==> src/rtl/core/sscd_pkg.sv <==
// Shared types and constants for the serial speed command decoder.
`timescale 1ns / 1ps
`default_nettype none
package sscd_pkg;

   localparam logic [7:0] CHAR_NUL   = 8'h00;
   localparam logic [7:0] CHAR_TAB   = 8'h09;
   localparam logic [7:0] CHAR_LF    = 8'h0A;
   localparam logic [7:0] CHAR_VT    = 8'h0B;
   localparam logic [7:0] CHAR_FF    = 8'h0C;
   localparam logic [7:0] CHAR_CR    = 8'h0D;
   localparam logic [7:0] CHAR_SPACE = 8'h20;
   localparam logic [7:0] CHAR_PLUS  = 8'h2B;
   localparam logic [7:0] CHAR_MINUS = 8'h2D;
   localparam logic [7:0] CHAR_ZERO  = 8'h30;
   localparam logic [7:0] CHAR_NINE  = 8'h39;
   localparam logic [7:0] CHAR_E     = 8'h65;
   localparam logic [7:0] CHAR_H     = 8'h68;
   localparam logic [7:0] CHAR_I     = 8'h69;
   localparam logic [7:0] CHAR_S     = 8'h73;
   localparam logic [7:0] CHAR_V     = 8'h76;

   localparam logic [31:0] MAG_CAP   = 32'h8000_0000;
   localparam logic [30:0] SPEED_MAX = 31'h7FFF_FFFF;

   typedef enum logic [2:0] {
      CLS_EOL,
      CLS_ZERO,
      CLS_SPACE,
      CLS_PLUS,
      CLS_MINUS,
      CLS_DIGIT,
      CLS_OTHER
   } char_class_type;

   typedef enum logic [2:0] {
      CMD_STOP      = 3'd0,
      CMD_STATUS    = 3'd1,
      CMD_RECONNECT = 3'd2,
      CMD_ESTOP     = 3'd3,
      CMD_UP        = 3'd4,
      CMD_DOWN      = 3'd5,
      CMD_USAGE     = 3'd6
   } command_type;

   typedef struct packed {
      char_class_type cls;
      logic [7:0]     char_code;
      logic [3:0]     digit;
   } item_type;

   typedef struct packed {
      command_type command;
      logic [30:0] speed;
   } result_type;

endpackage
`default_nettype wire

==> src/rtl/core/serial_speed_command_decoder_core.sv <==
// Top level of the serial speed command decoder.
//
// Input side is a queue write port: drive req_rx_byte and raise push; the
// word is taken at a rising edge where push is high and full is low.
// Result side is a queue read port: while empty is low the oldest
// command sits on rsp_command / rsp_speed, and it is taken at an edge where
// pop is high. A line of bytes ends at CR or LF; a non-empty line gives
// one result word, every other byte gives none.
// Throughput is one byte per cycle while the result side is not stalled.
// A classifier feeds a two-word queue; the line parser drains it one word
// a cycle (times-ten add on the value), and writes commands into a two-word
// result queue, so a line end is registered in both queues in turn.
// Reset clears both queues and the line state; no command is pending.
// When the result side stalls, the parser holds at the next line end and
// the input queue fills, after which full stays high until pop.
`timescale 1ns / 1ps
`default_nettype none
module serial_speed_command_decoder_core #(
   parameter int LINE_BUF_SIZE = 64
) (
   input  wire logic        clock,
   input  wire logic        reset,
   input  wire logic        push,
   output logic             full,
   input  wire logic [7:0]  req_rx_byte,
   output logic             empty,
   input  wire logic        pop,
   output logic [2:0]       rsp_command,
   output logic [30:0]      rsp_speed
);
   import sscd_pkg::*;

   localparam int ITEM_W   = $bits(item_type);
   localparam int RESULT_W = $bits(result_type);

   item_type   front_item;
   item_type   back_item;
   logic       mid_empty, mid_pop;
   logic       out_full, out_push;
   result_type back_result;
   result_type rsp_result;

   sscd_front u_front (
      .rx_byte (req_rx_byte),
      .item    (front_item)
   );

   sscd_fifo #(
      .WIDTH (ITEM_W),
      .DEPTH (2)
   ) u_mid_fifo (
      .clock     (clock),
      .reset     (reset),
      .push      (push),
      .push_data (front_item),
      .full      (full),
      .pop       (mid_pop),
      .pop_data  (back_item),
      .empty     (mid_empty)
   );

   sscd_back #(
      .LINE_BUF_SIZE (LINE_BUF_SIZE)
   ) u_back (
      .clock      (clock),
      .reset      (reset),
      .in_empty   (mid_empty),
      .in_item    (back_item),
      .in_pop     (mid_pop),
      .out_full   (out_full),
      .out_push   (out_push),
      .out_result (back_result)
   );

   sscd_fifo #(
      .WIDTH (RESULT_W),
      .DEPTH (2)
   ) u_rsp_fifo (
      .clock     (clock),
      .reset     (reset),
      .push      (out_push),
      .push_data (back_result),
      .full      (out_full),
      .pop       (pop),
      .pop_data  (rsp_result),
      .empty     (empty)
   );

   assign rsp_command = rsp_result.command;
   assign rsp_speed   = rsp_result.speed;

endmodule
`default_nettype wire

==> src/rtl/core/sscd_fifo.sv <==
// Small register-based word queue used between the decoder stages.
`timescale 1ns / 1ps
`default_nettype none
module sscd_fifo #(
   parameter int WIDTH = 8,
   parameter int DEPTH = 2
) (
   input  wire logic             clock,
   input  wire logic             reset,
   input  wire logic             push,
   input  wire logic [WIDTH-1:0] push_data,
   output logic                  full,
   input  wire logic             pop,
   output logic      [WIDTH-1:0] pop_data,
   output logic                  empty
);
   localparam int PW = $clog2(DEPTH);
   localparam int CW = $clog2(DEPTH + 1);
   localparam logic [CW-1:0] COUNT_FULL = CW'(DEPTH);

   logic [WIDTH-1:0] mem_ff [DEPTH];
   logic [PW-1:0]    wr_ptr_ff, wr_ptr_in;
   logic [PW-1:0]    rd_ptr_ff, rd_ptr_in;
   logic [CW-1:0]    count_ff, count_in;
   logic             do_push, do_pop;

   assign full     = (count_ff == COUNT_FULL);
   assign empty    = (count_ff == '0);
   assign do_push  = push && !full;
   assign do_pop   = pop && !empty;
   assign pop_data = mem_ff[rd_ptr_ff];

   always_comb begin
      wr_ptr_in = do_push ? wr_ptr_ff + PW'(1) : wr_ptr_ff;
      rd_ptr_in = do_pop  ? rd_ptr_ff + PW'(1) : rd_ptr_ff;
      count_in  = count_ff;
      if (do_push && !do_pop) begin
         count_in = count_ff + CW'(1);
      end else if (do_pop && !do_push) begin
         count_in = count_ff - CW'(1);
      end
   end

   always_ff @(posedge clock) begin
      if (do_push) begin
         mem_ff[wr_ptr_ff] <= push_data;
      end
   end

   always_ff @(posedge clock) begin
      if (reset) begin
         wr_ptr_ff <= '0;
         rd_ptr_ff <= '0;
         count_ff  <= '0;
      end else begin
         wr_ptr_ff <= wr_ptr_in;
         rd_ptr_ff <= rd_ptr_in;
         count_ff  <= count_in;
      end
   end

endmodule
`default_nettype wire

==> src/rtl/core/sscd_front.sv <==
// Front end: classifies each received byte for the line parser.
`timescale 1ns / 1ps
`default_nettype none
module sscd_front (
   input  wire logic [7:0]        rx_byte,
   output sscd_pkg::item_type     item
);
   import sscd_pkg::*;

   always_comb begin
      item.char_code = rx_byte;
      item.digit     = rx_byte[3:0];   // '0'..'9' carry their value in the low nibble
      case (rx_byte) inside
         CHAR_LF, CHAR_CR:                     item.cls = CLS_EOL;
         CHAR_NUL:                             item.cls = CLS_ZERO;
         CHAR_SPACE, CHAR_TAB, CHAR_VT, CHAR_FF: item.cls = CLS_SPACE;
         CHAR_PLUS:                            item.cls = CLS_PLUS;
         CHAR_MINUS:                           item.cls = CLS_MINUS;
         [CHAR_ZERO:CHAR_NINE]:                item.cls = CLS_DIGIT;
         default:                              item.cls = CLS_OTHER;
      endcase
   end

endmodule
`default_nettype wire

==> src/rtl/core/sscd_back.sv <==
// Back end: line assembly, incremental number parse and command decode.
`timescale 1ns / 1ps
`default_nettype none
module sscd_back #(
   parameter int LINE_BUF_SIZE = 64
) (
   input  wire logic                 clock,
   input  wire logic                 reset,
   input  wire logic                 in_empty,
   input  wire sscd_pkg::item_type   in_item,
   output logic                      in_pop,
   input  wire logic                 out_full,
   output logic                      out_push,
   output sscd_pkg::result_type      out_result
);
   import sscd_pkg::*;

   localparam int CW = $clog2(LINE_BUF_SIZE);
   localparam logic [CW-1:0] STORE_MAX = CW'(LINE_BUF_SIZE - 1);

   typedef enum logic [1:0] {
      PH_LEAD,
      PH_NUM,
      PH_DONE
   } phase_type;

   logic [CW-1:0] stored_count_ff, stored_count_in;
   logic          has_text_ff, has_text_in;     // text_count >= 1
   logic          multi_text_ff, multi_text_in; // text_count >= 2
   logic          zero_seen_ff, zero_seen_in;
   logic [7:0]    first_char_ff, first_char_in;
   phase_type     phase_ff, phase_in;
   logic          negative_ff, negative_in;
   logic [31:0]   magnitude_ff, magnitude_in;

   logic          is_eol, emit, take;
   logic [35:0]   mag_next;
   logic [31:0]   mag_capped;
   logic          single_text;

   assign is_eol   = (in_item.cls == CLS_EOL);
   assign emit     = !in_empty && is_eol && (stored_count_ff != '0);
   assign in_pop   = !in_empty && (!emit || !out_full);
   assign take     = in_pop;
   assign out_push = emit && !out_full;

   // magnitude * 10 + digit, capped at 2^31
   assign mag_next   = ({4'b0, magnitude_ff} << 3) + ({4'b0, magnitude_ff} << 1)
                     + {32'b0, in_item.digit};
   assign mag_capped = (mag_next > {4'b0, MAG_CAP}) ? MAG_CAP : mag_next[31:0];

   assign single_text = has_text_ff && !multi_text_ff;

   always_comb begin
      out_result.command = CMD_USAGE;
      out_result.speed   = '0;
      if (single_text && first_char_ff == CHAR_S) begin
         out_result.command = CMD_STOP;
      end else if (single_text && first_char_ff == CHAR_I) begin
         out_result.command = CMD_STATUS;
      end else if (single_text && first_char_ff == CHAR_H) begin
         out_result.command = CMD_RECONNECT;
      end else if (single_text && first_char_ff == CHAR_E) begin
         out_result.command = CMD_ESTOP;
      end else if (has_text_ff && first_char_ff == CHAR_V) begin
         if (magnitude_ff == '0) begin
            out_result.command = CMD_STOP;
         end else begin
            out_result.command = negative_ff ? CMD_DOWN : CMD_UP;
            out_result.speed   = magnitude_ff[31] ? SPEED_MAX : magnitude_ff[30:0];
         end
      end
   end

   always_comb begin
      stored_count_in = stored_count_ff;
      has_text_in     = has_text_ff;
      multi_text_in   = multi_text_ff;
      zero_seen_in    = zero_seen_ff;
      first_char_in   = first_char_ff;
      phase_in        = phase_ff;
      negative_in     = negative_ff;
      magnitude_in    = magnitude_ff;
      if (take) begin
         if (is_eol) begin
            if (emit) begin
               stored_count_in = '0;
               has_text_in     = 1'b0;
               multi_text_in   = 1'b0;
               zero_seen_in    = 1'b0;
               first_char_in   = '0;
               phase_in        = PH_LEAD;
               negative_in     = 1'b0;
               magnitude_in    = '0;
            end
         end else if (stored_count_ff < STORE_MAX) begin
            stored_count_in = stored_count_ff + CW'(1);
            if (!zero_seen_ff) begin
               if (in_item.cls == CLS_ZERO) begin
                  zero_seen_in = 1'b1;
               end else if (!has_text_ff) begin
                  first_char_in = in_item.char_code;
                  has_text_in   = 1'b1;
               end else begin
                  multi_text_in = 1'b1;
                  case (phase_ff)
                     PH_LEAD: begin
                        if (in_item.cls == CLS_PLUS || in_item.cls == CLS_MINUS) begin
                           negative_in = (in_item.cls == CLS_MINUS);
                           phase_in    = PH_NUM;
                        end else if (in_item.cls == CLS_DIGIT) begin
                           magnitude_in = mag_capped;
                           phase_in     = PH_NUM;
                        end else if (in_item.cls != CLS_SPACE) begin
                           phase_in = PH_DONE;
                        end
                     end
                     PH_NUM: begin
                        if (in_item.cls == CLS_DIGIT) begin
                           magnitude_in = mag_capped;
                        end else begin
                           phase_in = PH_DONE;
                        end
                     end
                     default: begin
                        phase_in = PH_DONE;
                     end
                  endcase
               end
            end
         end
      end
   end

   always_ff @(posedge clock) begin
      if (reset) begin
         stored_count_ff <= '0;
         has_text_ff     <= 1'b0;
         multi_text_ff   <= 1'b0;
         zero_seen_ff    <= 1'b0;
         first_char_ff   <= '0;
         phase_ff        <= PH_LEAD;
         negative_ff     <= 1'b0;
         magnitude_ff    <= '0;
      end else begin
         stored_count_ff <= stored_count_in;
         has_text_ff     <= has_text_in;
         multi_text_ff   <= multi_text_in;
         zero_seen_ff    <= zero_seen_in;
         first_char_ff   <= first_char_in;
         phase_ff        <= phase_in;
         negative_ff     <= negative_in;
         magnitude_ff    <= magnitude_in;
      end
   end

   a_speed_only_on_move: assert property (@(posedge clock) disable iff (reset)
      out_push && out_result.speed != '0 |->
         out_result.command == CMD_UP || out_result.command == CMD_DOWN)
      else $error("nonzero speed on a non-move command");

   a_line_cleared_after_emit: assert property (@(posedge clock) disable iff (reset)
      out_push |=> stored_count_ff == '0 && !has_text_ff && magnitude_ff == '0)
      else $error("line state not cleared after a command");

   a_magnitude_capped: assert property (@(posedge clock) disable iff (reset)
      magnitude_ff <= MAG_CAP)
      else $error("magnitude exceeds cap");

   a_text_order: assert property (@(posedge clock) disable iff (reset)
      multi_text_ff |-> has_text_ff && stored_count_ff >= CW'(2))
      else $error("text flags inconsistent with kept count");

   a_no_drop_on_stall: assert property (@(posedge clock) disable iff (reset)
      emit && out_full |-> !in_pop)
      else $error("line end consumed while result queue full");

endmodule
`default_nettype wire
==> config.mk <==
export PLATFORM = sky130hd
export DESIGN_NAME = serial_speed_command_decoder_core
export DESIGN_NICKNAME = d
export VERILOG_FILES = /design/src/rtl/core/sscd_pkg.sv /design/src/rtl/core/serial_speed_command_decoder_core.sv /design/src/rtl/core/sscd_fifo.sv /design/src/rtl/core/sscd_front.sv /design/src/rtl/core/sscd_back.sv
export SDC_FILE = /design/constraint.sdc
export NUM_CORES = 1
export LEC_CHECK = 0
export ABC_AREA = 1
export BUFFER_PORTS_ARGS = -buffer_cell sky130_fd_sc_hd__buf_2
export CAP_MARGIN = 0
export CORE_ASPECT_RATIO = 1.75
export CORE_MARGIN = 4
export CORE_UTILIZATION = 50
export DETAILED_ROUTE_END_ITERATION = 10
export PLACE_DENSITY = 0.73
export SYNTH_ARGS = -nofsm -noshare
export SYNTH_HDL_FRONTEND = slang
export SYNTH_SLANG_ARGS = --single-unit
==> constraint.sdc <==
create_clock -name clock -period 5.4 [get_ports clock]
set_input_delay 0.27 -clock clock [delete_from_list [all_inputs] [get_ports clock]]
set_output_delay 0.27 -clock clock [all_outputs]
set_load 0.02 [all_outputs]
==> results.cfg, run 1 <==
[clock_tree]
clk_path_buf_depth = 2
postCtsSetupBuffers = 0
cts_resized = 0
htreeDepth = 4
cts-root-buf = clkbuf_16
cts_hold_buf = 0
cts_buffers = 17
tritoncts = built
cts_sinks = 152
path_clk_slew_ps = 70
insertion_delay_ps = 420

[final_layout]
final_layout_size_suffix_gt1_share_pct = 12.1
final_cells = 1532
final_common_cell = nand2_1
layout_common_cells = 314 x nand2_1, 173 x inv_1, 163 x nor2_1
antenna_cells = 0
area_growth_pct = 11.2
finalNetCount = 1363
fin_area_sq_um = 10700

[yosys]
ys_types = 41
syn_area_per_cell_sq_um = 7.76
synth_enable_flop_cells = 90
dominantRegCellSynth = edfxtp_1
synth-seq-area-share_pct = 41.1
synth_cells = 1236
ys_ff_latch = 152
async_reset_ff_share_pct = 0
syn_area_sq_um = 9600
yosysWarnings = 0
syn_nets = 1318

[placement]
dp.cells = 1500
dp_hpwl_mm = 19.0
placed_area_sq_um = 10100
port-buffer-count = 47
routabilityCongestion = 0.942

[sta]
hold-worst-slack_ps = 80.8
min_period_over_period_pct = 75.9
rsz0062_at_grt = no
tns_ps = 0
setup_viol = 0
maxSlewViolCount = 0
fmax_mhz = 244
tightest_slew_ps = 1040
timing.slew.headroom_pct = 30.4
final.min_clock_period_ps = 4100
hold_viol_final = 0
fin_worst_skew_ps = 15.5

[worst_hold_path]
hold_depth = 1
worstHoldStart = req_rx_byte[7]
min_to = u_mid_fifo.mem_ff[0][11]
min_path_type = in2reg

[global_routing]
grt_max_degree = 57
grt_usage_pct = 23.4
antenna_found_initial = 0
grt_pass1_wl_mm = 39.8
grt_pass1_vias = 8427
grt_overflow_total = 0

[route]
ant_nets = 0
drt-total-wl_mm = 24.6
via_per_inst = 5.44
wl_per_cell_microns = 16.1
drtIter0Drc = 444
vias = 8329
first_pass_iters = 6
drc_errors = 0

[floorplan]
start_util_pct = 51.2
rows = 66
io_pins = 48
core_area_sq_um = 18700
dieArea_sq_um = 21600
die_w_microns = 113
die_h_microns = 191

[power_and_ir_drop]
power.density_nw_per_um2 = 313
ir_drop_v = 0.000368
fin_total_pwr_mw = 3.34
leakagePower_nw = 4.60

[worst_setup_path]
path_buf_inv = 3
path_cells = mux2i_1 > fa_1 > inv_1 > ha_1 > nand2_1 > nor2_1 > nand3_1 > nand3_1 > nand2_1 > nand3_1 > nand2_1 > nand3_1 > xnor2_1 > inv_1 > nand2_1 > buf_4 > nand3_1 > a21oi_1
cpMaxStageDelayCell = dfxtp_1
end_kind = flip-flop
crit_fanout = 27
crit_type = reg2reg
r2r-end = u_back.magnitude_ff[13]
crit_required_ps = 5720
crit_family = simple AND/OR/NAND/NOR gates
reg2reg_slack_ps = 1300
cp.arrival_ps = 4420
rr_worst_depth = 18
max_stage_delay_ps = 640
cp-start-kind = flip-flop
crit_top_cell = nand3_1

[run_status]
outcome = finished, final reports clean

[flow_run]
maxCapViolCount = 0
layer usage:
| layer | part of all wire, % | GRT usage, % | wire [microns] |
|---|---|---|---|
| met1 | 32 | 20.4 | 7920 |
| met2 | 57 | 46.6 | 14000 |
| met3 | 2.3 | 2.82 | 562 |
| met4 | 8.6 | 17.8 | 2130 |
| met5 | 0 | 0 | 0 |
where the power goes:
part / leakage (nW) / switching, mW / total [mW] / internal (mW)
Clock: 0.299 / 0.562 / 1.20 / 0.635
Combinational: 3.04 / 0.469 / 0.741 / 0.272
Sequential: 1.26 / 0.0758 / 1.40 / 1.33
Total: 4.60 / 1.11 / 3.34 / 2.23
worst max path at each step:
stage               startpoint                 endpoint  slack (ps)  cells past startpoint
finish               flip-flop  u_back.magnitude_ff[13]        1300                     18
global route         flip-flop  u_back.magnitude_ff[13]         930                     21
CTS                  flip-flop  u_back.magnitude_ff[13]        1350                     23
detailed placement   flip-flop  u_back.magnitude_ff[11]        1400                     23
global placement     flip-flop  u_back.magnitude_ff[26]        1490                     23
floorplan            flip-flop  u_rsp_fifo.mem_ff[1][0]        2010                     11
cell families (layout without fill, tap and decap cells):
group	after synthesis	after routing	synth area share, %
and+or+nand+nor	634	634	28.0
muxes	41	41	4.80
AOI/OAI and AO/OA	124	124	7.26
xor gates and xnor gates	13	13	1.19
adders and majority gates	70	70	9.28
DFF	152	152	41.1
buffers and inverters	202	260	8.33
area by class of cell:
cell class / count / area [sq um]
Tap cell: 238 / 298
Clock buffer: 17 / 425
Sequential cell: 152 / 3940
Inverter: 173 / 649
Multi-Input combinational cell: 882 / 4860
Timing Repair Buffer: 55 / 295
Clock inverter: 15 / 191
Fill cell: 1688 / 8080
state kept, by name, indices dropped and copies added, names as in the netlist, 2 cells and up, named ones only:
| register | count |
|---|---|
| u_rsp_fifo.mem_ff | 68 |
| u_rsp_fifo.count_ff | 2 |
| u_mid_fifo.count_ff | 2 |
| u_back.stored_count_ff | 6 |
| u_back.magnitude_ff | 32 |
| u_back.phase_ff | 2 |
| u_back.first_char_ff | 8 |
| u_mid_fifo.mem_ff | 22 |
through the flow:
step	utilization [%]	setup slack, ps
CTS	56.9	1350
floorplan	-	2010
finish	56.9	1300
global placement	53.6	1490
global route	56.9	934
detailed placement	53.6	1400
synth_stat cells, types with 2 or more instances:
| library cell | instances | share of area, % |
|---|---|---|
| inv_1 | 173 | 6.8 |
| ha_1 | 68 | 8.9 |
| o21ai_1 | 5 | 0.26 |
| a211oi_1 | 2 | 0.16 |
| nor2_1 | 166 | 6.5 |
| buf_6 | 4 | 0.47 |
| clkbuf_1 | 13 | 0.51 |
| nor4_1 | 12 | 0.78 |
| buf_2 | 9 | 0.47 |
| o21ai_0 | 12 | 0.63 |
| dfxtp_1 | 62 | 13 |
| nand3_1 | 70 | 3.7 |
| and2_1 | 4 | 0.26 |
| o21bai_1 | 8 | 0.63 |
| a21oi_1 | 78 | 4.1 |
| fa_1 | 2 | 0.42 |
| mux2_2 | 40 | 4.7 |
| xor2_1 | 5 | 0.46 |
| nand3b_1 | 5 | 0.39 |
| nor3_1 | 19 | 0.99 |
| o211ai_1 | 3 | 0.23 |
| or2_2 | 4 | 0.26 |
| nor2_2 | 16 | 1.0 |
| buf_1 | 3 | 0.12 |
| o21a_1 | 3 | 0.23 |
| nand4_1 | 19 | 1.2 |
| nand2_4 | 2 | 0.23 |
| xnor2_1 | 8 | 0.73 |
| a22oi_1 | 7 | 0.55 |
| edfxtp_1 | 90 | 28 |
| nand2_1 | 314 | 12 |
Note: power is estimated with default switching activity, not from simulation.
==> inputs of run 2 (changes only) <==
- ABC_AREA: 1 -> 0
- PLACE_DENSITY: 0.73 -> 0.76
- clock period: 5.4 -> 3.5 ns (I/O delays scaled with it)
==> results.cfg, run 2 <==
[floorplan]
die_w_microns = 108
rows = 64
core_area_sq_um = 17400
dieArea_sq_um = 19900
start_util_pct = 50.8
die_h_microns = 184
io_pins = 48

[power_and_ir_drop]
ir_drop_v = 0.000310
leakagePower_nw = 4.11
fin_total_pwr_mw = 4.75
power.density_nw_per_um2 = 452

[final_layout]
layout_common_cells = 126 x nor2_1, 90 x edfxtp_1, 78 x nand2_1
finalNetCount = 1033
final_util_pct = 60.6
largest_register_ffs = 68
nFillCells = 1397
final_common_cell = nor2_1
final_cells = 1195
final_layout_size_suffix_gt1_share_pct = 26.3
area_growth_pct = 19.3
antenna_cells = 0
top_regs = u_rsp_fifo.mem_ff (68), u_back.magnitude_ff (32), u_mid_fifo.mem_ff (22)
largest-register = u_rsp_fifo.mem_ff
fin_area_sq_um = 10500

[sta]
setup_ws_ps = -281
fin_worst_skew_ps = 9.88
timing.slew.headroom_pct = 36.6
tightest_slew_ps = 948
final.min_clock_period_ps = 3780
fmax_mhz = 264
hold_viol_final = 0
tns_ps = -6940
setup_viol = 32
maxSlewViolCount = 0
rsz0062_at_grt = yes
min_period_over_period_pct = 108

[yosys]
dominantRegCellSynth = edfxtp_1
synth_cells = 848
synth_enable_flop_cells = 90
yosysTopAreaCell = edfxtp_1
async_reset_ff_share_pct = 0
syn_area_per_cell_sq_um = 10.4
synth_commonest_cells = 126 x nor2_1, 90 x edfxtp_1, 78 x nand2_1
ys_types = 62
synth.most_common_cell = nor2_1
synthTopCellsByArea = edfxtp_1 31%, dfxtp_1 14%, ha_1 9.6%
synth-seq-area-share_pct = 44.7
ys_ff_latch = 152
synth_top_area_share_pct = 30.6
syn_nets = 930
syn_area_sq_um = 8820
yosysWarnings = 0

[route]
via_per_inst = 5.80
drc_errors = 0
vias = 6928
ant_nets = 0
drt-total-wl_mm = 21.0
wl_per_cell_microns = 17.5
drtIter0Drc = 391
first_pass_iters = 6

[worst_setup_path]
cp.arrival_ps = 4100
crit_type = reg2reg
max_stage_delay_ps = 370
cpMaxStageDelayCell = dfxtp_2
path_cells = buf_6 > mux2_4 > ha_4 > ha_4 > inv_2 > fa_2 > nand2b_4 > a21o_1 > a21oi_2 > a211o_1 > a211o_1 > or3_1 > a31o_1 > or2_4 > buf_12 > o41ai_2
cp-start-kind = flip-flop
crit_required_ps = 3820
crit_fanout = 8
reg2reg_slack_ps = -280
end_kind = flip-flop

[clock_tree]
insertion_delay_ps = 420
tritoncts = built
htreeDepth = 4
path_clk_slew_ps = 60
cts_sinks = 152
cts_buffers = 17
cts-root-buf = clkbuf_16
clk_path_buf_depth = 2

[flow_run]
maxCapViolCount = 0

[run_status]
outcome = finished with violations
violations = setup timing

[global_routing]
grt_pass1_vias = 6941
grt_pass1_wl_mm = 33.5
grt_max_degree = 35
grt_overflow_total = 0
grt_usage_pct = 21.3
antenna_found_initial = 0

[placement]
dp.cells = 1153
routabilityCongestion = 0.932
placed_area_sq_um = 9750
port-buffer-count = 47
dp_hpwl_mm = 15.2

[worst_hold_path]
min_path_type = in2reg
-- run 2: cell count changes after synthesis, sizes merged, moves of 18 or more --
cell    change
nand3      -61
o41ai      +31
nor2       -56
xor2       +18
inv       -154
a21oi      -28
nand2     -238
clkbuf     +18
-- run 2: cells by family (layout without fill, tap and decap cells) --
group,count (synthesis),count (layout),synth area share (%)
AND/OR/NAND/NOR,285,285,14.4
buffers and inverters,62,178,3.22
multiplexers,50,50,6.28
flip-flops,152,152,44.7
AO/OA/AOI/OAI,185,185,17.0
XOR/XNOR,44,44,4.37
adder cells (fa/ha/maj),70,70,10.1
-- run 2: what timing repair did --
item | in CTS | in global routing
endpoints found under the hold margin | 6 | 0
endpoints found under the setup margin | 31 | 32
setup buffers | 0 | 6
hold buffers | 3 | 0
pin swaps | 3 | 5
cloned | 0 | 1
resized for setup | 10 | 4
-- run 2: metrics by stage --
stage / worst slack, ps / hold WS (ps)
3_3_place_gp: -259 / 388
3_5_place_dp: -418 / 395
2_1_floorplan: -217 / 274
5_1_grt: -416 / 16.3
6_report: -281 / 10.7
4_1_cts: -259 / 0.800
-- run 2: cell type report --
class	count	area [sq um]	area share, %
clock buffers	18	429	4.08
clock inverters	14	173	1.64
well taps	231	289	2.75
inverters	19	71.3	0.677
repair buffers	127	890	8.45
multi-input cells	634	4730	44.9
flip-flops and latches	152	3950	37.5
-- run 2: final timing paths --
check	startpoint	to	depth (start not counted)
worst max-delay path	flip-flop	u_back.magnitude_ff[21]	16
worst max register to register	flip-flop	u_back.magnitude_ff[21]	16
worst min-delay path	req_rx_byte[0]	u_mid_fifo.mem_ff[1][4]	1
worst min register to register	u_back.multi_text_ff	u_back.multi_text_ff	2
-- run 2: power by group --
part           total, mW  switching (mW)  leakage (nW)  internal, mW
logic              0.770           0.437          2.61         0.333
registers           2.12           0.108          1.20          2.01
clock network       1.87           0.739         0.293          1.13
total               4.75            1.28          4.11          3.47
-- run 2: metal layers --
| metal | wire length (microns) | vias to the layer above | track usage (%) |
|---|---|---|---|
| met5 | 0 | - | 0 |
| met4 | 960 | 0 | 12.0 |
| met3 | 791 | 65 | 3.66 |
| met2 | 11200 | 203 | 38.2 |
| met1 | 7980 | 3331 | 23.3 |
| li1 | - | 3329 | - |
-- run 2: critical path, delay by kind of cell (launching register included) --
family / cells / cell delay, ps
compound gates: 6 / 1310
simple gates: 3 / 710
fa+ha+maj: 3 / 620
flops: 1 / 370
buf+inv: 3 / 340
mux: 1 / 320
